===== src/rtl/core/smak_pkg.sv =====
package smak_pkg;

  // Field widths of one input word and one result word
  localparam int unsigned KindWidth     = 8;
  localparam int unsigned AddrWidth     = 32;
  localparam int unsigned PortWidth     = 16;
  localparam int unsigned SeqWidth      = 32;
  localparam int unsigned InDataWidth   = 88;
  localparam int unsigned WordWidth     = 32;
  localparam int unsigned OutDataWidth  = 128;

  // Salt registers and block layout
  localparam int unsigned NumSaltPairs  = 6;
  localparam int unsigned NumSaltWords  = 12;
  localparam int unsigned NumBlockWords = 16;
  localparam int unsigned NumSteps      = 64;
  localparam int unsigned CfgIndexWidth = 3;
  localparam int unsigned CfgDataWidth  = 64;

  // Number of registers in the step pipeline plus the output register
  localparam int unsigned PipeDepth     = NumSteps + 1;

  // MD5 initial value
  localparam logic [WordWidth-1:0] IvA = 32'h67452301;
  localparam logic [WordWidth-1:0] IvB = 32'hefcdab89;
  localparam logic [WordWidth-1:0] IvC = 32'h98badcfe;
  localparam logic [WordWidth-1:0] IvD = 32'h10325476;

  // Configuration register indexes
  typedef enum logic [CfgIndexWidth-1:0] {
    REG_SALT_PAIR_0 = 3'd0,
    REG_SALT_PAIR_1 = 3'd1,
    REG_SALT_PAIR_2 = 3'd2,
    REG_SALT_PAIR_3 = 3'd3,
    REG_SALT_PAIR_4 = 3'd4,
    REG_SALT_PAIR_5 = 3'd5
  } cfg_reg_e;

  // Chaining state a, b, c, d
  typedef struct packed {
    logic [WordWidth-1:0] a;
    logic [WordWidth-1:0] b;
    logic [WordWidth-1:0] c;
    logic [WordWidth-1:0] d;
  } md5_state_t;

  // Per-item fields carried alongside the state
  typedef struct packed {
    logic [SeqWidth-1:0]  connect_sequence;
    logic [PortWidth-1:0] port_number;
    logic [AddrWidth-1:0] host_address;
    logic [KindWidth-1:0] address_kind;
  } key_fields_t;

  typedef logic [NumSaltWords-1:0][WordWidth-1:0] salt_words_t;

  // Additive constant of each step
  function automatic logic [WordWidth-1:0] sine_k(input logic [5:0] step);
    logic [WordWidth-1:0] k;
    case (step)
      6'd0:  k = 32'hd76aa478;
      6'd1:  k = 32'he8c7b756;
      6'd2:  k = 32'h242070db;
      6'd3:  k = 32'hc1bdceee;
      6'd4:  k = 32'hf57c0faf;
      6'd5:  k = 32'h4787c62a;
      6'd6:  k = 32'ha8304613;
      6'd7:  k = 32'hfd469501;
      6'd8:  k = 32'h698098d8;
      6'd9:  k = 32'h8b44f7af;
      6'd10: k = 32'hffff5bb1;
      6'd11: k = 32'h895cd7be;
      6'd12: k = 32'h6b901122;
      6'd13: k = 32'hfd987193;
      6'd14: k = 32'ha679438e;
      6'd15: k = 32'h49b40821;
      6'd16: k = 32'hf61e2562;
      6'd17: k = 32'hc040b340;
      6'd18: k = 32'h265e5a51;
      6'd19: k = 32'he9b6c7aa;
      6'd20: k = 32'hd62f105d;
      6'd21: k = 32'h02441453;
      6'd22: k = 32'hd8a1e681;
      6'd23: k = 32'he7d3fbc8;
      6'd24: k = 32'h21e1cde6;
      6'd25: k = 32'hc33707d6;
      6'd26: k = 32'hf4d50d87;
      6'd27: k = 32'h455a14ed;
      6'd28: k = 32'ha9e3e905;
      6'd29: k = 32'hfcefa3f8;
      6'd30: k = 32'h676f02d9;
      6'd31: k = 32'h8d2a4c8a;
      6'd32: k = 32'hfffa3942;
      6'd33: k = 32'h8771f681;
      6'd34: k = 32'h6d9d6122;
      6'd35: k = 32'hfde5380c;
      6'd36: k = 32'ha4beea44;
      6'd37: k = 32'h4bdecfa9;
      6'd38: k = 32'hf6bb4b60;
      6'd39: k = 32'hbebfbc70;
      6'd40: k = 32'h289b7ec6;
      6'd41: k = 32'heaa127fa;
      6'd42: k = 32'hd4ef3085;
      6'd43: k = 32'h04881d05;
      6'd44: k = 32'hd9d4d039;
      6'd45: k = 32'he6db99e5;
      6'd46: k = 32'h1fa27cf8;
      6'd47: k = 32'hc4ac5665;
      6'd48: k = 32'hf4292244;
      6'd49: k = 32'h432aff97;
      6'd50: k = 32'hab9423a7;
      6'd51: k = 32'hfc93a039;
      6'd52: k = 32'h655b59c3;
      6'd53: k = 32'h8f0ccc92;
      6'd54: k = 32'hffeff47d;
      6'd55: k = 32'h85845dd1;
      6'd56: k = 32'h6fa87e4f;
      6'd57: k = 32'hfe2ce6e0;
      6'd58: k = 32'ha3014314;
      6'd59: k = 32'h4e0811a1;
      6'd60: k = 32'hf7537e82;
      6'd61: k = 32'hbd3af235;
      6'd62: k = 32'h2ad7d2bb;
      6'd63: k = 32'heb86d391;
      default: k = '0;
    endcase
    return k;
  endfunction

  // Left-rotate amount of each step
  function automatic logic [4:0] rot_amt(input logic [5:0] step);
    logic [4:0] r;
    case ({step[5:4], step[1:0]})
      4'h0: r = 5'd7;
      4'h1: r = 5'd12;
      4'h2: r = 5'd17;
      4'h3: r = 5'd22;
      4'h4: r = 5'd5;
      4'h5: r = 5'd9;
      4'h6: r = 5'd14;
      4'h7: r = 5'd20;
      4'h8: r = 5'd4;
      4'h9: r = 5'd11;
      4'ha: r = 5'd16;
      4'hb: r = 5'd23;
      4'hc: r = 5'd6;
      4'hd: r = 5'd10;
      4'he: r = 5'd15;
      4'hf: r = 5'd21;
      default: r = 5'd0;
    endcase
    return r;
  endfunction

  // Block word used by each step
  function automatic logic [3:0] msg_index(input logic [5:0] step);
    logic [3:0] lo;
    logic [3:0] g;
    lo = step[3:0];
    case (step[5:4])
      2'd0: g = lo;
      2'd1: g = 4'(lo * 4'd5 + 4'd1);
      2'd2: g = 4'(lo * 4'd3 + 4'd5);
      2'd3: g = 4'(lo * 4'd7);
      default: g = lo;
    endcase
    return g;
  endfunction

endpackage


===== src/rtl/core/smak_step.sv =====
module smak_step #(
  parameter int unsigned STEP = 0
) (
  input  logic                     clk_i,
  input  logic                     rst_ni,
  input  logic                     valid_i,
  output logic                     ready_o,
  input  smak_pkg::md5_state_t     state_i,
  input  smak_pkg::key_fields_t    key_i,
  input  smak_pkg::salt_words_t    salt_i,
  output logic                     valid_o,
  input  logic                     ready_i,
  output smak_pkg::md5_state_t     state_o,
  output smak_pkg::key_fields_t    key_o
);

  localparam logic [5:0] StepIdx = 6'(STEP);
  localparam logic [1:0] Round   = StepIdx[5:4];
  localparam logic [3:0] MsgIdx  = smak_pkg::msg_index(StepIdx);
  localparam logic [4:0] RotAmt  = smak_pkg::rot_amt(StepIdx);
  localparam logic [smak_pkg::WordWidth-1:0] StepK = smak_pkg::sine_k(StepIdx);

  logic [smak_pkg::NumBlockWords-1:0][smak_pkg::WordWidth-1:0] blk;
  logic [smak_pkg::WordWidth-1:0] f;
  logic [smak_pkg::WordWidth-1:0] sum;
  logic [smak_pkg::WordWidth-1:0] rot;
  smak_pkg::md5_state_t           state_d;
  smak_pkg::md5_state_t           state_q;
  smak_pkg::key_fields_t          key_q;
  logic                           valid_q;

  // Assemble the 512-bit block: item words then salt words
  always_comb begin
    blk[0] = {{(smak_pkg::WordWidth - smak_pkg::KindWidth){1'b0}}, key_i.address_kind};
    blk[1] = key_i.host_address;
    blk[2] = {{(smak_pkg::WordWidth - smak_pkg::PortWidth){1'b0}}, key_i.port_number};
    blk[3] = key_i.connect_sequence;
    for (int j = 0; j < smak_pkg::NumSaltWords; j++) begin
      blk[j+4] = salt_i[j];
    end
  end

  // Round function
  always_comb begin
    case (Round)
      2'd0:    f = state_i.d ^ (state_i.b & (state_i.c ^ state_i.d));
      2'd1:    f = state_i.c ^ (state_i.d & (state_i.b ^ state_i.c));
      2'd2:    f = state_i.b ^ state_i.c ^ state_i.d;
      default: f = state_i.c ^ (state_i.b | ~state_i.d);
    endcase
  end

  // One MD5 step
  always_comb begin
    sum       = state_i.a + f + blk[MsgIdx] + StepK;
    rot       = (sum << RotAmt) | (sum >> (6'd32 - {1'b0, RotAmt}));
    state_d.a = state_i.d;
    state_d.b = state_i.b + rot;
    state_d.c = state_i.b;
    state_d.d = state_i.c;
  end

  // Stage register; a bubble here lets the stage fill while downstream holds
  assign ready_o = !valid_q || ready_i;

  always_ff @(posedge clk_i or negedge rst_ni) begin
    if (!rst_ni) begin
      valid_q <= 1'b0;
    end else if (ready_o) begin
      valid_q <= valid_i;
    end
  end

  always_ff @(posedge clk_i) begin
    if (ready_o && valid_i) begin
      state_q <= state_d;
      key_q   <= key_i;
    end
  end

  assign valid_o = valid_q;
  assign state_o = state_q;
  assign key_o   = key_q;

endmodule


===== config.mk =====
export PLATFORM = sky130hd
export DESIGN_NAME = smak_step
export DESIGN_NICKNAME = d
export VERILOG_FILES = /design/src/rtl/core/smak_pkg.sv /design/src/rtl/core/smak_step.sv
export SDC_FILE = /design/constraint.sdc
export NUM_CORES = 1
export LEC_CHECK = 0
export ABC_AREA = 0
export ABC_CLOCK_PERIOD_IN_PS = 7200
export BUFFER_PORTS_ARGS = -buffer_cell sky130_fd_sc_hd__buf_4
export CAP_MARGIN = 20
export CORE_AREA = 2 2 319 321
export DETAILED_ROUTE_END_ITERATION = 10
export DIE_AREA = 0 0 321 323
export MAX_ROUTING_LAYER = met4
export SLEW_MARGIN = 20
export SYNTH_ARGS = -nofsm -noshare
export SYNTH_HDL_FRONTEND = slang
export SYNTH_SLANG_ARGS = --single-unit

===== constraint.sdc =====
create_clock -name clk_i -period 7.2 [get_ports clk_i]
set_clock_uncertainty 0.05 [all_clocks]
set_input_delay 1.08 -clock clk_i [delete_from_list [all_inputs] [get_ports clk_i]]
set_output_delay 1.08 -clock clk_i [all_outputs]
set_load 0.03 [all_outputs]

# Word-level counts from Yosys, hierarchy flattened

Cells that the tools add are included.

Output and inout port bits: 218
Input port bits: 604
Word-level logic and storage cells: 20
Bits in registers: 217

Bitwise gates (word level): 4
Add/sub/neg operators: 4
Reductions and logical operators: 3

Operator list:

| cell                   | count |
|---|---|
| $add 32x32->32         | 2 |
| $xor 32x32->32         | 2 |
| $add 32x32->32 const B | 1 |
| $add 32x8->32          | 1 |
| $and 32x32->32         | 1 |
| $or 32x7->32           | 1 |
| $logic_and 1x1->1      | 1 |
| $logic_not 1->1        | 1 |
| $logic_or 1x1->1       | 1 |

# Longest topological paths before layout

Gate-level depths: netlist of run 1.

Depth in word-level cells: 8
Depth in mapped cells: 24
Depth with buffers taken out: 22

# Least setup slack after synthesis of run 1

OpenSTA, ideal clock, no wires.

Path type: input to register
Start: in ready_i
End: reg key_q (netlist bit key_o[0]), enable pin
Slack: 176 ps
Required time: 6548 ps
Buffers on the path: 0
Library setup time: 602 ps
Stages on the path: 2
Data arrival time: 6371 ps
Cell sequence: nand2b_1 -> and2_1

Word-level cells in the longest chain between the ends: 2

Ends and longest elaborated chain:

| item                 | line            | text |
|---|---|---|
| start, declared      | smak_step.sv:12 | `input logic ready_i,` |
| $logic_or 1x1->1     | smak_step.sv:64 | `assign ready_o = !valid_q \|\| ready_i;` |
| $logic_and 1x1->1    | smak_step.sv:75 | `if (ready_o && valid_i) begin` |
| end signal, assigned | smak_step.sv:77 | `key_q <= key_i;` |
| end, declared        | smak_step.sv:29 | `smak_pkg::key_fields_t key_q;` |

Every way passes these cells.
A chain may end at the register's enable or synchronous reset.

==> metrics.cfg, run 1 <==
[timing]
fin_hold_ws_ns=0.189
slew_violations=0
fin_crit_sh=0.954
finalWorstSetupSlack_ns=0.330
period_needed_ns=6.87
final-hold-violation-count=0
rsz0062_at_grt=false
max-slew-margin-rel=0.364
max_freq_mhz=146
tightestPinTransition_ns=0.954
finalSetupViolations=0

[global_routing]
first_global_vias=9044
antenna_found_initial=21
grt-ovfl-total=0
grt_use_total=0.0993
grt_max_degree=142
grt_pass1_wl_um=69800

[floorplan]
rows=117
core_um2=101000
dieArea_um2=104000
die_x_um=321
io_pins=822
start_util=0.113
dieHeight_um=323

[setup_path]
path_max_fanout=4
crit_chain=buf_4, mux2_2, fa_1, ha_1, ha_1, fa_1, a211oi_2, o21ai_2, a31oi_4, o2111ai_1, a221o_1, buf_4, a221oi_1, o211ai_1, ha_1, o21a_1, o211ai_1, o31a_2, a21oi_2, a21oi_4, o21ai_0, xnor3_1
max_stage_delay_ns=0.53
r2r_cells=3
cp-end-kind=register
r2r_setup_slack_ns=5.04
r2r_start=valid_o
critPathKind=input port to register
reg2reg_to=state_o[39]
critical-path-top-delay-family=compound AO/OA/AOI/OAI gates
cpMaxStageDelayCell=fa_1
critPathBufInv=2
cp.depth=22
critPathRequiredTime_ns=7.50
critPathArrivalTime_ns=7.17
worst_setup_path_endpoint=state_o[95]
startpoint=state_i[65]
crit_path_frequent_cell=ha_1
critPathLaunchType=input port

[clock_network]
clk_latency_ns=0.60
hold_buffers=0
cts_buffer_depth=3
path_clk_slew_ns=0.06
root_buffer=clkbuf_16
cts_tree=built
cts_buffers=30
htree_levels=1
ctsResizeCount=0
cts.sinks=217
cts_setup_buffers=0

[power]
p_leak_nw=7.38
p_per_area_nw_per_um2=330
ir_worst_vdd_mv=0.187
power_mw=5.82

[finish]
nets=2096
utilization=0.175
area_growth_pct=55.1
fill_cells=11100
layout-drive-gt1-share=0.403
layout.cells.non_filler=2713

[yosys]
synth_most_common_cell=edfxtp_1
ys_types=62
syn_avg_cell_area_um2=13.0
synth_top_cell_by_area=edfxtp_1
synth_common_cells=edfxtp_1, ha_1, inv_1
synth_edf_count=216
synth_area_um2=11400
yosys.area.top_type_share=0.569
synth_seq_cells=217
synth_area_leaders=edfxtp_1, ha_1, a21oi_1
synthCells=877
async_flop_share=0.00461
synth-main-ff-cell=edfxtp_1
yosysWarnings=0
synth-seq-area-share=0.571
syn-num-nets=1604

[placed_design]
gp_congestion=0.851
io_buffers=437
pre_cts_slack_ns=-0.281
hpwlAfterDp_um=43600
dp_cells=2646

[job]
drv_cap=0

[detailed_routing]
drt_iter0_drc=519
vias=9123
finalWirelength_um=52100
detail-route-antenna-nets=0
routedWlPerCell_um=19.2
viasPerCell=3.36
firstDrtPassIters=5
drc=0

[status]
status=finished clean

[hold_path]
hold_class=input port to asynchronous set/reset pin

## cell usage in the layout, fill, tap and decap left out, types with 10 or more instances in the layout
master and n:
xor2_1 15, nand4_1 15, mux2_2 14, inv_1 80, a21o_1 24, edfxtp_1 216, ha_1 113, buf_4 482
diode_2 11, fa_1 10, o21ai_0 29, xnor2_1 35, o21bai_1 11, o21a_1 12, nand2_1 41, mux2i_1 20
nor3_1 14, a21oi_1 64, nor2_1 37, clkbuf_16 31
## worst min path at each step
stage	from	to
after floorplan	rst_ni	valid_o
after global placement	valid_o	valid_o
after detailed placement	valid_o	valid_o
after CTS	rst_ni	valid_o
after global routing	rst_ni	valid_o
final	rst_ni	valid_o
## per-layer routing
metal  wire (um)  GRT usage  vias up
met5           0          -        -
met4        1130     0.0272        0
met3        5010     0.0419       51
met2       22500      0.147      409
met1       23400      0.123     4355
li1            -          -     4308
## flip-flops by register name, indices dropped and copies added (netlist names)
name     flops
state_o    128
valid_o      1
key_o       88
## worst reg2reg max path, stage by stage, from the launching register on
cell	delay, ns
dfrtp_1	0.40
nand2b_1	0.12
and2_4	0.43
buf_12	0.51
## cell type report
cell class / instances / area, um2 / share of cell area
diodes: 11 / 27.5 / 0.00156
clock buffers: 31 / 776 / 0.0439
multi-input cells: 557 / 4500 / 0.255
repair buffers: 483 / 3640 / 0.206
inverters: 80 / 300 / 0.0170
well taps: 1309 / 1640 / 0.0927
flip-flops and latches: 217 / 6510 / 0.369
clock inverters: 25 / 278 / 0.0157
## per-stage QoR
stage | instance area (um2) | setup TNS, ns
3_3_place_gp | 16600 | -2.46
4_1_cts | 17600 | 0
2_1_floorplan | 11400 | 0
5_1_grt | 17700 | 0
6_report | 17700 | 0
3_5_place_dp | 16600 | -2.53
## power breakdown
group	switching (mW)	total, mW	internal, mW	leakage (nW)
Combinational	1.55	2.56	1.01	4.80
Sequential	0.0417	1.66	1.62	2.07
Clock	0.667	1.61	0.940	0.513
Total	2.26	5.82	3.57	7.38
## logic make-up after synthesis
family          count (synthesis)  share of synthesized area
fa+ha+maj                     123                      0.142
flops                         217                      0.571
xor+xnor                       51                     0.0404
compound gates                203                      0.119
mux                            34                     0.0314
simple gates                  146                     0.0618
buf+inv                       103                     0.0342
No activity file was read; power rests on OpenSTA's default activity.
==> run 2, diff against run 1 <==
--- a/config.mk
+++ b/config.mk
@@ -13,6 +13,7 @@
 export DETAILED_ROUTE_END_ITERATION = 10
 export DIE_AREA = 0 0 321 323
 export MAX_ROUTING_LAYER = met4
+export RECOVER_POWER = 25
 export SLEW_MARGIN = 20
 export SYNTH_ARGS = -nofsm -noshare
 export SYNTH_HDL_FRONTEND = slang
==> metrics.cfg, run 2 (synthesis gave the netlist of run 1 again) <==
[status]
status=finished clean

[setup_path]
max_stage_delay_ns=0.53
cp-end-kind=register
critPathBufInv=2
crit_path_frequent_cell=ha_1
critPathKind=input port to register
path_max_fanout=4
r2r_cells=3
critPathRequiredTime_ns=7.50
critical-path-top-delay-family=compound AO/OA/AOI/OAI gates
cpMaxStageDelayCell=fa_1
critPathArrivalTime_ns=7.15
crit_chain=buf_4, mux2_2, fa_1, ha_1, ha_1, fa_1, a211oi_2, o21ai_2, a31oi_4, o2111ai_1, a221o_1, buf_4, a221oi_1, o211ai_1, ha_1, o21a_1, o211ai_1, o31a_2, a21oi_2, a21oi_4, o21ai_0, xnor3_1
critPathLaunchType=input port
cp.depth=22

[clock_network]
root_buffer=clkbuf_16
cts_buffers=30
clk_latency_ns=0.60
cts_tree=built
cts_buffer_depth=3
path_clk_slew_ns=0.06
htree_levels=1
cts.sinks=217
cts_setup_buffers=0
hold_buffers=0
ctsResizeCount=0

[placed_design]
gp_congestion=0.851
dp_cells=2646
pre_cts_slack_ns=-0.281
hpwlAfterDp_um=43600
io_buffers=437
dpl_cell_area_um2=16600

[detailed_routing]
viasPerCell=3.36
vias=9116
wl_met2_um=22400
top_layer=met4
routedWlPerCell_um=19.1
met1Wirelength_um=23500
drt_iter0_drc=488
detail-route-antenna-nets=0
finalWirelength_um=52000
firstDrtPassIters=5
drc=0
routed-wl-met3_um=4840

[floorplan]
dieArea_um2=104000
core_um2=101000
io_pins=822
start_util=0.113
rows=117
dieHeight_um=323
die_x_um=321

[finish]
stdcell_area_um2=17500
largest_register_ffs=128
area_growth_pct=53.4
nets=2096
layout.cells.non_filler=2714
layout_common_cells=buf_4, edfxtp_1, ha_1, clkbuf_4, inv_1
layout-drive-gt1-share=0.367
final_common_cell=buf_4

[timing]
fin_crit_sh=0.952
finalSetupViolations=0
final-hold-violation-count=0
max-slew-margin-rel=0.364
finalWorstSetupSlack_ns=0.349
rsz0062_at_grt=false
slew_violations=0
period_needed_ns=6.85
max_freq_mhz=146
tightestPinTransition_ns=0.954

[power]
ir_worst_vdd_mv=0.188
p_leak_nw=7.18
power_mw=5.81
p_per_area_nw_per_um2=332

[global_routing]
grt_max_degree=142
antenna_found_initial=21
first_global_vias=9044
grt-ovfl-total=0
grt_use_total=0.0993
grt_pass1_wl_um=69800

[hold_path]
hold_class=input port to asynchronous set/reset pin

[job]
drv_cap=0

-- run 2: per-stage QoR --
stage	hold WS [ns]	utilization	TNS, ns
6_report	0.209	0.174	0
5_1_grt	0.168	0.174	0
4_1_cts	0.125	0.175	0
3_5_place_dp	0.528	0.165	-2.53
3_3_place_gp	0.483	0.165	-2.46
2_1_floorplan	0.734	-	0
-- run 2: area by class of cell --
type | count | area (um2)
diodes | 12 | 30.0
multi-input cells | 557 | 4500
flip-flops and latches | 217 | 6510
fillers | 11200 | 83200
well taps | 1309 | 1640
inverters | 80 | 300
clock buffers | 31 | 776
repair buffers | 483 | 3450
clock inverters | 25 | 278
-- run 2: worst paths after layout --
path	start	to	slack [ns]
worst max register to register	valid_o	state_o[39]	5.04
worst min register to register	valid_o	valid_o	0.54
min in group clk_i	valid_o	valid_o	0.54
worst min-delay path	rst_ni	valid_o	0.21
max in group asynchronous	rst_ni	valid_o	6.81
worst max-delay path	state_i[65]	state_o[95]	0.35
-- run 2: routing by layer --
layer,global-route usage,vias to the layer above
met3,0.0419,56
met5,-,-
met4,0.0272,0
met1,0.123,4360
met2,0.147,387
li1,-,4313
-- run 2: power breakdown --
part / switching (mW) / internal, mW
Clock: 0.670 / 0.940
Combinational: 1.55 / 0.994
Sequential: 0.0417 / 1.62
