==> src/rtl/core/smak_pkg.sv <==
package smak_pkg;

  // Field widths of one input word and one result word
  localparam int unsigned KindWidth     = 8;
  localparam int unsigned AddrWidth     = 32;
  localparam int unsigned PortWidth     = 16;
  localparam int unsigned SeqWidth      = 32;
  localparam int unsigned InDataWidth   = 88;
  localparam int unsigned WordWidth     = 32;
  localparam int unsigned OutDataWidth  = 128;

  // Salt registers and block layout
  localparam int unsigned NumSaltPairs  = 6;
  localparam int unsigned NumSaltWords  = 12;
  localparam int unsigned NumBlockWords = 16;
  localparam int unsigned NumSteps      = 64;
  localparam int unsigned CfgIndexWidth = 3;
  localparam int unsigned CfgDataWidth  = 64;

  // Number of registers in the step pipeline plus the output register
  localparam int unsigned PipeDepth     = NumSteps + 1;

  // MD5 initial value
  localparam logic [WordWidth-1:0] IvA = 32'h67452301;
  localparam logic [WordWidth-1:0] IvB = 32'hefcdab89;
  localparam logic [WordWidth-1:0] IvC = 32'h98badcfe;
  localparam logic [WordWidth-1:0] IvD = 32'h10325476;

  // Configuration register indexes
  typedef enum logic [CfgIndexWidth-1:0] {
    REG_SALT_PAIR_0 = 3'd0,
    REG_SALT_PAIR_1 = 3'd1,
    REG_SALT_PAIR_2 = 3'd2,
    REG_SALT_PAIR_3 = 3'd3,
    REG_SALT_PAIR_4 = 3'd4,
    REG_SALT_PAIR_5 = 3'd5
  } cfg_reg_e;

  // Chaining state a, b, c, d
  typedef struct packed {
    logic [WordWidth-1:0] a;
    logic [WordWidth-1:0] b;
    logic [WordWidth-1:0] c;
    logic [WordWidth-1:0] d;
  } md5_state_t;

  // Per-item fields carried alongside the state
  typedef struct packed {
    logic [SeqWidth-1:0]  connect_sequence;
    logic [PortWidth-1:0] port_number;
    logic [AddrWidth-1:0] host_address;
    logic [KindWidth-1:0] address_kind;
  } key_fields_t;

  typedef logic [NumSaltWords-1:0][WordWidth-1:0] salt_words_t;

  // Additive constant of each step
  function automatic logic [WordWidth-1:0] sine_k(input logic [5:0] step);
    logic [WordWidth-1:0] k;
    case (step)
      6'd0:  k = 32'hd76aa478;
      6'd1:  k = 32'he8c7b756;
      6'd2:  k = 32'h242070db;
      6'd3:  k = 32'hc1bdceee;
      6'd4:  k = 32'hf57c0faf;
      6'd5:  k = 32'h4787c62a;
      6'd6:  k = 32'ha8304613;
      6'd7:  k = 32'hfd469501;
      6'd8:  k = 32'h698098d8;
      6'd9:  k = 32'h8b44f7af;
      6'd10: k = 32'hffff5bb1;
      6'd11: k = 32'h895cd7be;
      6'd12: k = 32'h6b901122;
      6'd13: k = 32'hfd987193;
      6'd14: k = 32'ha679438e;
      6'd15: k = 32'h49b40821;
      6'd16: k = 32'hf61e2562;
      6'd17: k = 32'hc040b340;
      6'd18: k = 32'h265e5a51;
      6'd19: k = 32'he9b6c7aa;
      6'd20: k = 32'hd62f105d;
      6'd21: k = 32'h02441453;
      6'd22: k = 32'hd8a1e681;
      6'd23: k = 32'he7d3fbc8;
      6'd24: k = 32'h21e1cde6;
      6'd25: k = 32'hc33707d6;
      6'd26: k = 32'hf4d50d87;
      6'd27: k = 32'h455a14ed;
      6'd28: k = 32'ha9e3e905;
      6'd29: k = 32'hfcefa3f8;
      6'd30: k = 32'h676f02d9;
      6'd31: k = 32'h8d2a4c8a;
      6'd32: k = 32'hfffa3942;
      6'd33: k = 32'h8771f681;
      6'd34: k = 32'h6d9d6122;
      6'd35: k = 32'hfde5380c;
      6'd36: k = 32'ha4beea44;
      6'd37: k = 32'h4bdecfa9;
      6'd38: k = 32'hf6bb4b60;
      6'd39: k = 32'hbebfbc70;
      6'd40: k = 32'h289b7ec6;
      6'd41: k = 32'heaa127fa;
      6'd42: k = 32'hd4ef3085;
      6'd43: k = 32'h04881d05;
      6'd44: k = 32'hd9d4d039;
      6'd45: k = 32'he6db99e5;
      6'd46: k = 32'h1fa27cf8;
      6'd47: k = 32'hc4ac5665;
      6'd48: k = 32'hf4292244;
      6'd49: k = 32'h432aff97;
      6'd50: k = 32'hab9423a7;
      6'd51: k = 32'hfc93a039;
      6'd52: k = 32'h655b59c3;
      6'd53: k = 32'h8f0ccc92;
      6'd54: k = 32'hffeff47d;
      6'd55: k = 32'h85845dd1;
      6'd56: k = 32'h6fa87e4f;
      6'd57: k = 32'hfe2ce6e0;
      6'd58: k = 32'ha3014314;
      6'd59: k = 32'h4e0811a1;
      6'd60: k = 32'hf7537e82;
      6'd61: k = 32'hbd3af235;
      6'd62: k = 32'h2ad7d2bb;
      6'd63: k = 32'heb86d391;
      default: k = '0;
    endcase
    return k;
  endfunction

  // Left-rotate amount of each step
  function automatic logic [4:0] rot_amt(input logic [5:0] step);
    logic [4:0] r;
    case ({step[5:4], step[1:0]})
      4'h0: r = 5'd7;
      4'h1: r = 5'd12;
      4'h2: r = 5'd17;
      4'h3: r = 5'd22;
      4'h4: r = 5'd5;
      4'h5: r = 5'd9;
      4'h6: r = 5'd14;
      4'h7: r = 5'd20;
      4'h8: r = 5'd4;
      4'h9: r = 5'd11;
      4'ha: r = 5'd16;
      4'hb: r = 5'd23;
      4'hc: r = 5'd6;
      4'hd: r = 5'd10;
      4'he: r = 5'd15;
      4'hf: r = 5'd21;
      default: r = 5'd0;
    endcase
    return r;
  endfunction

  // Block word used by each step
  function automatic logic [3:0] msg_index(input logic [5:0] step);
    logic [3:0] lo;
    logic [3:0] g;
    lo = step[3:0];
    case (step[5:4])
      2'd0: g = lo;
      2'd1: g = 4'(lo * 4'd5 + 4'd1);
      2'd2: g = 4'(lo * 4'd3 + 4'd5);
      2'd3: g = 4'(lo * 4'd7);
      default: g = lo;
    endcase
    return g;
  endfunction

endpackage

==> src/rtl/core/smak_salt_regs.sv <==
module smak_salt_regs (
  input  logic                                  clk_i,
  input  logic                                  rst_ni,
  input  logic                                  cfg_valid_i,
  output logic                                  cfg_ready_o,
  input  logic [smak_pkg::CfgIndexWidth-1:0]    cfg_index_i,
  input  logic [smak_pkg::CfgDataWidth-1:0]     cfg_data_i,
  output smak_pkg::salt_words_t                 salt_o
);

  logic [smak_pkg::NumSaltPairs-1:0][smak_pkg::CfgDataWidth-1:0] pair_q;
  logic [smak_pkg::NumSaltPairs-1:0][smak_pkg::CfgDataWidth-1:0] pair_d;

  // Writes are always taken; an unknown index leaves every pair alone
  assign cfg_ready_o = 1'b1;

  always_comb begin
    pair_d = pair_q;
    if (cfg_valid_i) begin
      case (smak_pkg::cfg_reg_e'(cfg_index_i))
        smak_pkg::REG_SALT_PAIR_0: pair_d[0] = cfg_data_i;
        smak_pkg::REG_SALT_PAIR_1: pair_d[1] = cfg_data_i;
        smak_pkg::REG_SALT_PAIR_2: pair_d[2] = cfg_data_i;
        smak_pkg::REG_SALT_PAIR_3: pair_d[3] = cfg_data_i;
        smak_pkg::REG_SALT_PAIR_4: pair_d[4] = cfg_data_i;
        smak_pkg::REG_SALT_PAIR_5: pair_d[5] = cfg_data_i;
        default: ;
      endcase
    end
  end

  always_ff @(posedge clk_i or negedge rst_ni) begin
    if (!rst_ni) begin
      pair_q <= '0;
    end else begin
      pair_q <= pair_d;
    end
  end

  // Low half is the even salt word, high half the odd one
  always_comb begin
    for (int k = 0; k < smak_pkg::NumSaltPairs; k++) begin
      salt_o[2*k]   = pair_q[k][smak_pkg::WordWidth-1:0];
      salt_o[2*k+1] = pair_q[k][smak_pkg::CfgDataWidth-1:smak_pkg::WordWidth];
    end
  end

endmodule

==> config.mk <==
export PLATFORM = sky130hd
export DESIGN_NAME = smak_salt_regs
export DESIGN_NICKNAME = d
export VERILOG_FILES = /design/src/rtl/core/smak_pkg.sv /design/src/rtl/core/smak_salt_regs.sv
export SDC_FILE = /design/constraint.sdc
export NUM_CORES = 1
export LEC_CHECK = 0
export CELL_PAD_IN_SITES_DETAIL_PLACEMENT = 1
export CELL_PAD_IN_SITES_GLOBAL_PLACEMENT = 1
export CORE_MARGIN = 4
export CORE_UTILIZATION = 53
export CTS_BUF_LIST = sky130_fd_sc_hd__clkbuf_16
export DETAILED_ROUTE_END_ITERATION = 10
export DONT_BUFFER_PORTS = 1
export GPL_TIMING_DRIVEN = 0
export PLACE_DENSITY = 0.9
export SYNTH_ARGS = -nofsm -noshare
export SYNTH_HDL_FRONTEND = slang
export SYNTH_SLANG_ARGS = --single-unit
==> constraint.sdc <==
create_clock -name clk_i -period 1.76 [get_ports clk_i]
set_input_delay 0.176 -clock clk_i [delete_from_list [all_inputs] [get_ports clk_i]]
set_output_delay 0.176 -clock clk_i [all_outputs]
set_load 0.03 [all_outputs]
# Word level (Yosys, flattened, before mapping)
# Cells that the tools add are included.
[classes]
n_eq_ne = 5
n_reduce_logical = 7
[op_table]
columns = ["cell", "n"]
rows = [
  ["2-bit AND reduction", 6],
  ["3-bit by 2-bit == test with 1-bit output (second input constant)", 2],
  ["3-bit == test (second input constant)", 2],
  ["3-bit by 1-bit == test with 1-bit output (second input constant)", 1],
  ["3-bit logical NOT", 1],
]
[totals]
wordCells = 18
inputBits = 70
out_inout_bits = 385
register_bits = 384

# Depth between registers and ports, before layout
# Gate-level depths: netlist (run 1).
[logic_depth]
ltp_word = 2
mapped_depth = 4
depth_no_buf = 2

# Worst setup path after synthesis (run 1)
# No wires, ideal clock.
[synth_path]
path_kind = "input port to flip-flop"
from = "input port cfg_index_i[1] (netlist bit)"
to = "register pair_q (netlist bit salt_o[0])"
arrival_ns = 1.093
setup_ns = 0.127
cell_stages = 4
slack_ns = 0.539
cell_sequence = "nor4b_2 -> buf_4 -> buf_6 -> mux2_1"
[synth_between]
elab_chain_len = 2
[synth_lines]
columns = ["item", "line", "text"]
rows = [
  ["from (decl)", "smak_salt_regs.sv:6", "input logic [smak_pkg::CfgIndexWidth-1:0] cfg_index_i,"],
  ["3-bit logical NOT", "smak_salt_regs.sv:20", "case (smak_pkg::cfg_reg_e'(cfg_index_i))"],
  ["2-bit AND reduction (no line)", "n/a", ""],
  ["to (signal assigned)", "smak_salt_regs.sv:36", "pair_q <= pair_d;"],
  ["to (decl)", "smak_salt_regs.sv:11", "logic [smak_pkg::NumSaltPairs-1:0][smak_pkg::CfgDataWidth-1:0] pair_q;"],
]
# No other way between the ends.
# A chain may end at the register's enable or synchronous reset.

# Final worst setup path (run 1)
[layout_path]
from = "register pair_q (netlist bit salt_o[211])"
to = "output port salt_o[211] (netlist bit)"
[layout_rtl]
columns = ["item", "line", "text"]
rows = [
  ["to (decl)", "smak_salt_regs.sv:8", "output smak_pkg::salt_words_t salt_o"],
]
# No word-level cell between the ends.

==> results of run 1 <==
## stage by stage
step                      worst slack (ns)  total power [uW]  area, um^2  std cells
final                                0.454             27900       17500       1333
after global routing                 0.425             28800       17500       1333
after CTS                            0.432             27800       17500       1330
after detailed placement             0.265             19300       15600       1196
after global placement               0.346             18800       15600       1196
after floorplan                      0.539             18000       15200        818
## cell type report
type	instances	share of cell area, %
Antenna cell	3	0.0429
Buffer	43	2.70
Clock buffer	41	5.86
Clock inverter	29	1.13
Multi-Input combinational cell	391	29.0
Sequential cell	384	54.9
Tap cell	378	2.70
Timing Repair Buffer	64	3.66
## logic make-up after synthesis
logic type / count (synthesis) / synth area share, %
AND/OR/NAND/NOR: 6 / 0.462
other: 1 / 0.0247
multiplexers: 384 / 33.0
buffers and inverters: 43 / 3.11
flip-flops: 384 / 63.4
## per-layer routing
metal | routed length, um | up-vias | share of wire (%)
met5 | 29 | - | 0.061
met4 | 1320 | 4 | 2.8
met3 | 5560 | 85 | 12
met2 | 24500 | 447 | 51
met1 | 16500 | 4312 | 34
li1 | - | 3104 | -
## worst max-delay path by stage
stage / startpoint / to / slack, ns
final: salt_o[211] / salt_o[211] / 0.45
after global routing: salt_o[257] / salt_o[257] / 0.43
after CTS: salt_o[257] / salt_o[257] / 0.43
after detailed placement: cfg_index_i[1] / salt_o[45] / 0.27
after global placement: cfg_index_i[1] / salt_o[45] / 0.35
after floorplan: cfg_index_i[1] / salt_o[0] / 0.54
## synth_stat cells
cell type	instances	share of area, %
dfrtp_1	384	63
mux2_1	196	15
mux2_4	180	18
buf_6	21	1.6
buf_4	14	0.69
mux2_2	8	0.59
buf_12	6	0.79
and4bb_1	3	0.25
buf_2	2	0.066
nand4b_1	2	0.12
conb_1	1	0.025
nor4b_2	1	0.099
## where the power goes
part / internal [uW] / switching, uW / leakage (uW)
registers: 10700 / 6120 / 0.00461
clock network: 4640 / 3520 / 0.000628
logic: 1880 / 1060 / 0.00268
total: 17200 / 10700 / 0.00791
==> impl_metrics.py, run 1 <==
metrics = {
    "routing": {
        "drtAntennaViolNets": 0,
        "wl_per_cell_um": 35.9,
        "vias_per_cell": 5.97,
        "totalWireLength_mm": 47.9,
        "drc": 0,
        "dr.pass1.iters": 4,
        "num_vias": 7952,
        "drt_iter0_markers": 499,
    },
    "power": {
        "power_density_mw_per_mm2": 1590,
        "p_leak_uw": 0.00791,
        "ir_drop_mv": 0.991,
    },
    "sta": {
        "skew_ns": 0,
        "min_period_over_period_pct": 74.2,
        "relSlewSlack_pct": 54.4,
        "finalHoldViolations": 384,
        "fmax_mhz": 766,
        "finalSetupTns_ns": 0,
        "worst_pin_slew_ns": 0.684,
        "whs_ns": -0.646,
        "rsz0062_at_grt": "false",
        "setup_viol": 0,
        "post-route-min-period_ns": 1.31,
        "drv_slew": 0,
    },
    "floorplan": {
        "ios": 455,
        "initial_core_util_pct": 54.1,
        "die_w_um": 177,
        "die_h_um": 177,
        "dieArea_mm2": 0.0314,
        "row_count": 61,
        "core_mm2": 0.0280,
    },
    "synth": {
        "ys_seq_elements": 384,
        "yosysSeqAreaShare_pct": 63.4,
        "syn_nets": 888,
        "yosysUniqueCellTypes": 12,
        "ys_warn_count": 0,
        "avgSynthCellArea_um2": 18.5,
        "syn_inst": 818,
        "syn_area_mm2": 0.0152,
    },
    "cells_and_area": {
        "layout.nets": 994,
        "most-common-layout-cells": "dfrtp_1 (384), mux2_1 (196), mux2_4 (180), dlygate4sd3_1 (64), clkbuf_16 (41)",
        "fill_cells": 2344,
        "seqCellArea_mm2": 0.00961,
        "drive_above_1_share_pct": 29.4,
        "final_common_cell": "dfrtp_1",
        "multi_input_area_mm2": 0.00507,
        "area_growth_pct": 15.5,
        "largest_reg_flops": 384,
        "fin_util_pct": 62.5,
    },
    "critical_path": {
        "crit_cells": 0,
        "end_kind": "output port",
        "path_class": "flop to output port",
        "cp_max_fo": 2,
        "r2r_slack_ns": 0.67,
        "worstPathArrival_ns": 1.13,
        "crit_path_start_kind": "flop",
        "worstPathRequired_ns": 1.58,
        "r2r-start": "salt_o[196]",
        "r2r_cells": 1,
        "r2r_end": "salt_o[196]",
    },
    "cts": {
        "cts_sinks": 384,
        "cts_resized": 0,
        "cts_hold_buffers": 64,
        "clk_path_buf_depth": 3,
        "cts_tree": "built",
        "cts_buffers": 40,
        "clk_pin_slew_ns": 0.06,
        "cts.root.buffer_cell": "clkbuf_16",
        "post_cts_buffers": 0,
        "htreeDepth": 2,
        "clk_latency_ns": 0.51,
    },
    "hold_path": {
        "hold_path_class": "input port to asynchronous set/reset pin",
    },
    "global_routing": {
        "globalRouteTotalUtil_pct": 29.8,
        "grt_pass1_vias": 9017,
        "grt_pass1_wl_mm": 68.8,
        "use_met3_pct": 13.0,
        "grt_use_met2_pct": 52.3,
        "grt_use_met1_pct": 33.4,
        "top_usage_layer": "met2",
        "antenna_found_initial": 5,
        "grt.overflow.total": 0,
        "grt_max_degree": 385,
    },
    "place": {
        "hpwl_mm": 28.4,
        "globalplace.congestion": 0.747,
        "io_buffers": 0,
    },
    "job": {
        "drv_cap": 0,
    },
    "outcome": {
        "violations": "negative hold slack",
        "status": "complete, but fails checks",
    },
}
(Power assumes the default switching activity.)
==> run 2, diff against run 1 <==
- ABC_AREA: default -> 1
- CORE_UTILIZATION: 53 -> 42
- PLACE_DENSITY: 0.9 -> 0.85
- clock period: 1.76 -> 1.1 ns (I/O delays scaled with it)
==> run 2 against run 1 <==
Cell count increased by 70%. Clock power increased by 63%. Flip-flop and latch count unchanged. The run ends with negative hold slack, max-slew violations, negative setup slack left. Core utilization decreased by 11 points. Register-to-register slack got worse by 0.41 ns. Area after synthesis decreased by 1.9%. Combinational power increased by 32%. Critical path type unchanged. Global-route usage decreased by 0.10 points. Synthesized cell count increased by 100%. Setup slack got worse by 0.49 ns. Final area increased by 2.3%.
==> impl_metrics.py, run 2 <==
metrics = {
    "synth": {
        "yosys.area.top_type": "dfrtp_1",
        "yosysUniqueCellTypes": 12,
        "ys_warn_count": 0,
        "synth.most_common_cell": "nand2_1",
        "synthFlopType": "dfrtp_1",
        "synthArstFlopShare_pct": 100,
        "ys_top_cells_by_count": "nand2_1 (902), dfrtp_1 (384), nand3_1 (256)",
        "synth-edff-count": 0,
        "syn_nets": 1734,
        "ys_seq_elements": 384,
        "synth_top_area_share_pct": 64.7,
        "synth_area_leaders": "dfrtp_1 (65%), nand2_1 (23%), nand3_1 (8.6%)",
        "syn_area_mm2": 0.0149,
        "avgSynthCellArea_um2": 8.93,
        "syn_inst": 1664,
        "yosysSeqAreaShare_pct": 64.7,
    },
    "cts": {
        "cts_tree": "built",
        "clk_latency_ns": 0.51,
        "clk_pin_slew_ns": 0.06,
        "cts.root.buffer_cell": "clkbuf_16",
        "cts_hold_buffers": 67,
        "htreeDepth": 2,
        "clk_path_buf_depth": 3,
        "cts_sinks": 384,
        "cts_buffers": 41,
    },
    "routing": {
        "vias_per_cell": 5.65,
        "totalWireLength_mm": 58.8,
        "wl_per_cell_um": 26.0,
        "num_vias": 12800,
        "dr.pass1.iters": 5,
        "drtAntennaViolNets": 0,
        "drc": 0,
        "drt_iter0_markers": 934,
    },
    "floorplan": {
        "core_mm2": 0.0347,
        "initial_core_util_pct": 42.8,
        "die_h_um": 196,
        "row_count": 68,
        "dieArea_mm2": 0.0385,
        "die_w_um": 196,
        "ios": 455,
    },
    "global_routing": {
        "globalRouteTotalUtil_pct": 29.7,
        "grt.overflow.total": 0,
        "grt_max_degree": 385,
        "antenna_found_initial": 4,
        "grt_pass1_vias": 13900,
        "grt_pass1_wl_mm": 88.3,
    },
    "cells_and_area": {
        "final_common_cell": "nand2_1",
        "largest_reg_flops": 384,
        "fill_cells": 3966,
        "most-common-layout-cells": "nand2_1 (900), dfrtp_2 (384), nand3_1 (256), dlygate4sd3_1 (66), clkbuf_1 (43)",
        "seqCellArea_mm2": 0.0101,
        "multi_input_area_mm2": 0.00475,
        "area_growth_pct": 20.4,
        "drive_above_1_share_pct": 28.2,
        "fin_util_pct": 51.5,
        "final_area_mm2": 0.0179,
        "layout.nets": 1847,
    },
    "sta": {
        "whs_ns": -0.716,
        "relSlewSlack_pct": -20.1,
        "worst_pin_slew_ns": 1.80,
        "setup_viol": 358,
        "fin_ws_ns": -0.0376,
        "post-route-min-period_ns": 1.14,
        "finalHoldViolations": 385,
        "min_period_over_period_pct": 103,
        "finalSetupTns_ns": -4.71,
        "rsz0062_at_grt": "true",
        "drv_slew": 139,
        "fmax_mhz": 879,
        "skew_ns": 0,
    },
    "place": {
        "io_buffers": 0,
        "globalplace.congestion": 0.837,
        "postPlaceCellArea_mm2": 0.0154,
        "pre_cts_ws_ns": -0.664,
        "hpwl_mm": 37.7,
    },
    "power": {
        "power_density_mw_per_mm2": 2380,
        "p_leak_uw": 0.00892,
        "finalPower_uw": 42700,
        "ir_drop_mv": 1.34,
    },
    "critical_path": {
        "r2r_cells": 2,
        "r2r_slack_ns": 0.26,
        "r2r-start": "salt_o[251]",
        "worstPathRequired_ns": 0.99,
        "worstPathArrival_ns": 1.03,
        "path_class": "flop to output port",
        "cp_max_fo": 2,
        "r2r_end": "salt_o[251]",
        "end_kind": "output port",
        "crit_path_start_kind": "flop",
    },
    "outcome": {
        "status": "complete, but fails checks",
        "violations": "negative hold slack, max-slew violations, negative setup slack",
    },
    "hold_path": {
        "hold_path_class": "input port to asynchronous set/reset pin",
    },
    "job": {
        "drv_cap": 0,
    },
}
-- run 2: cell types whose count changed after synthesis, moves of 21 or more --
cell / previous run / this run
buf_2: 2 / 41
buf_6: 21 / 0
clkbuf_1: 0 / 44
mux2_1: 196 / 0
nand3_1: 0 / 256
mux2_4: 180 / 0
nand2_1: 0 / 902
-- run 2: logic make-up after synthesis --
group         after synthesis  synth area share [%]
flops                     384                  64.7
simple gates             1168                  31.8
other cells                 1                0.0252
buf+inv                   111                  3.55
-- run 2: routing by layer --
layer	track usage, %	vias up	part of all wire [%]
li1	-	5447	-
met1	33.4	6516	35
met2	51.5	651	51
met3	10.6	171	10
met4	12.3	0	4.2
met5	0	-	0
-- run 2: layout make-up --
class	instances	share of cell area, %
Sequential cell	384	56.4
Antenna cell	4	0.0559
Tap cell	455	3.18
Clock buffer	41	5.73
Clock inverter	28	1.24
Buffer	105	2.85
Inverter	6	0.126
Multi-Input combinational cell	1169	26.5
Timing Repair Buffer	70	3.89
-- run 2: report_power, final --
group	switching [uW]	internal [uW]
logic	2520	1350
registers	8160	17300
clock network	5650	7660
total	16300	26300
-- run 2: timing repair --
item                                    CTS  global route
pin swaps                                 0             1
setup buffers                             0             3
endpoints found under the hold margin   768           384
resized for setup                       388             6
endpoints found under the setup margin  564           429
gates cloned                              0             0
-- run 2: worst max path at each step --
stage,to,startpoint,depth (start not counted)
after CTS,salt_o[84],salt_o[84],0
after detailed placement,salt_o[365],cfg_index_i[1],6
final,salt_o[84],salt_o[84],0
after global routing,salt_o[257],salt_o[257],0
after floorplan,salt_o[195],cfg_valid_i,6
after global placement,salt_o[365],cfg_index_i[1],6
-- run 2: through the flow --
stage | hold WS (ns) | cells
final | -0.716 | 2262
after global routing | -0.735 | 2262
after CTS | -0.735 | 2255
after detailed placement | -0.180 | 2119
after global placement | -0.178 | 2119
after floorplan | -0.186 | 1664
==> run 3, diff against run 2 <==
- CORE_ASPECT_RATIO: default -> 1.4
==> run 3 against run 2 <==
The run still ends with negative hold slack, max-slew violations, negative setup slack left. Critical endpoint is now salt_o[176]. Count of clock-buffer cells in the layout stayed put. Global-route usage is 0.96 points higher. Routed wire length is 2.5% higher.
==> impl_metrics.py, run 3 (synthesis results as in run 2) <==
metrics = {
    "outcome": {
        "status": "complete, but fails checks",
        "violations": "negative hold slack, max-slew violations, negative setup slack",
    },
    "power": {
        "power_density_mw_per_mm2": 2400,
        "finalPower_uw": 43100,
        "ir_drop_mv": 1.41,
        "p_leak_uw": 0.00892,
    },
    "critical_path": {
        "path_class": "flop to output port",
        "end_kind": "output port",
        "r2r_end": "salt_o[285]",
        "crit_start": "salt_o[176]",
        "crit_path_start_kind": "flop",
        "crit_cells": 0,
        "r2r_slack_ns": 0.25,
        "worstPathRequired_ns": 0.99,
        "cp-endpoint": "salt_o[176]",
        "r2r_cells": 2,
        "cp_max_fo": 2,
        "worstPathArrival_ns": 1.05,
        "r2r-start": "salt_o[285]",
    },
    "global_routing": {
        "grt_use_met2_pct": 53.2,
        "grt_use_met1_pct": 33.3,
        "grt_pass1_vias": 14200,
        "globalRouteTotalUtil_pct": 30.7,
        "grt_pass1_wl_mm": 91.4,
        "grt_max_degree": 385,
        "grt.overflow.total": 0,
        "use_met3_pct": 8.86,
        "antenna_found_initial": 1,
        "top_usage_layer": "met2",
    },
    "cells_and_area": {
        "largest_reg_flops": 384,
        "antennaDiodeCount": 0,
        "final_cells": 2260,
        "final_common_cell": "nand2_1",
        "drive_above_1_share_pct": 28.0,
        "layout.nets": 1847,
        "area_growth_pct": 20.7,
        "most-common-layout-cells": "nand2_1 (900), dfrtp_2 (384), nand3_1 (256), dlygate4sd3_1 (69), clkbuf_1 (44)",
    },
    "floorplan": {
        "row_count": 81,
        "die_h_um": 231,
        "die_w_um": 167,
        "ios": 455,
        "initial_core_util_pct": 42.5,
        "core_mm2": 0.0350,
        "dieArea_mm2": 0.0385,
    },
    "routing": {
        "dr.pass1.iters": 5,
        "num_vias": 12900,
        "drt_iter0_markers": 1042,
        "wl_per_cell_um": 26.7,
        "vias_per_cell": 5.70,
        "drtAntennaViolNets": 0,
        "drc": 0,
        "totalWireLength_mm": 60.3,
    },
    "sta": {
        "setup_viol": 385,
        "worst_pin_slew_ns": 1.76,
        "relSlewSlack_pct": -17.6,
        "skew_ns": 0,
        "min_period_over_period_pct": 105,
        "finalSetupTns_ns": -10.06,
        "rsz0062_at_grt": "true",
        "whs_ns": -0.712,
        "post-route-min-period_ns": 1.16,
        "fin_ws_ns": -0.0585,
        "finalHoldViolations": 384,
        "fmax_mhz": 863,
        "drv_slew": 138,
    },
    "cts": {
        "htreeDepth": 2,
        "cts.root.buffer_cell": "clkbuf_16",
        "clk_latency_ns": 0.53,
        "cts_buffers": 38,
        "clk_pin_slew_ns": 0.07,
        "clk_path_buf_depth": 3,
        "cts_sinks": 384,
        "cts_tree": "built",
    },
    "place": {
        "io_buffers": 0,
        "hpwl_mm": 38.1,
        "globalplace.congestion": 0.871,
        "placedCellCount": 2120,
    },
    "hold_path": {
        "hold_path_class": "input port to asynchronous set/reset pin",
    },
    "job": {
        "drv_cap": 0,
    },
}
## run 3: metrics by stage
step | worst slack (ns) | area, um^2 | utilization [%]
6_report | -0.0585 | 17900 | 51.3
2_1_floorplan | 0.121 | 14900 | -
3_5_place_dp | -0.734 | 15400 | 44.1
5_1_grt | -0.0834 | 17900 | 51.3
3_3_place_gp | -0.692 | 15400 | 44.1
4_1_cts | -0.0753 | 17900 | 51.1
## run 3: metal layers
metal  vias to the layer above  wire (um)
met5                         -          0
met4                         0       4420
met3                       231       5030
met2                       672      30200
met1                      6543      20600
li1                       5439          -
## run 3: power by group
| part | internal (uW) | switching, uW | total (uW) | leakage, uW |
|---|---|---|---|---|
| registers | 17300 | 8240 | 25500 | 0.00435 |
| clock network | 7890 | 5740 | 13600 | 0.000635 |
| logic | 1360 | 2570 | 3930 | 0.00393 |
## run 3: worst min-delay path by stage
stage / end / slack (ns) / depth (start not counted)
floorplan: salt_o[0] / -0.19 / 0
global placement: salt_o[198] / -0.17 / 0
detailed placement: salt_o[203] / -0.17 / 0
CTS: salt_o[322] / -0.74 / 0
global route: salt_o[197] / -0.75 / 0
finish: salt_o[203] / -0.71 / 0
## run 3: area by class of cell
| class | instances | area, um^2 |
|---|---|---|
| buffer | 105 | 508 |
| clock buffer | 41 | 1030 |
| clock inverter | 26 | 240 |
| fill | 4002 | 17000 |
| inverter | 6 | 22.5 |
| multi-input combinational | 1169 | 4750 |
| sequential | 384 | 10100 |
| tap | 456 | 571 |
| timing repair buffer | 73 | 738 |
## run 3: repair_timing
item / CTS / global route
setup endpoints to repair: 485 / 459
pin swaps: 0 / 1
gates resized for setup: 387 / 4
hold buffers: 68 / 2
buffers inserted: 0 / 3
endpoints found under the hold margin: 768 / 386
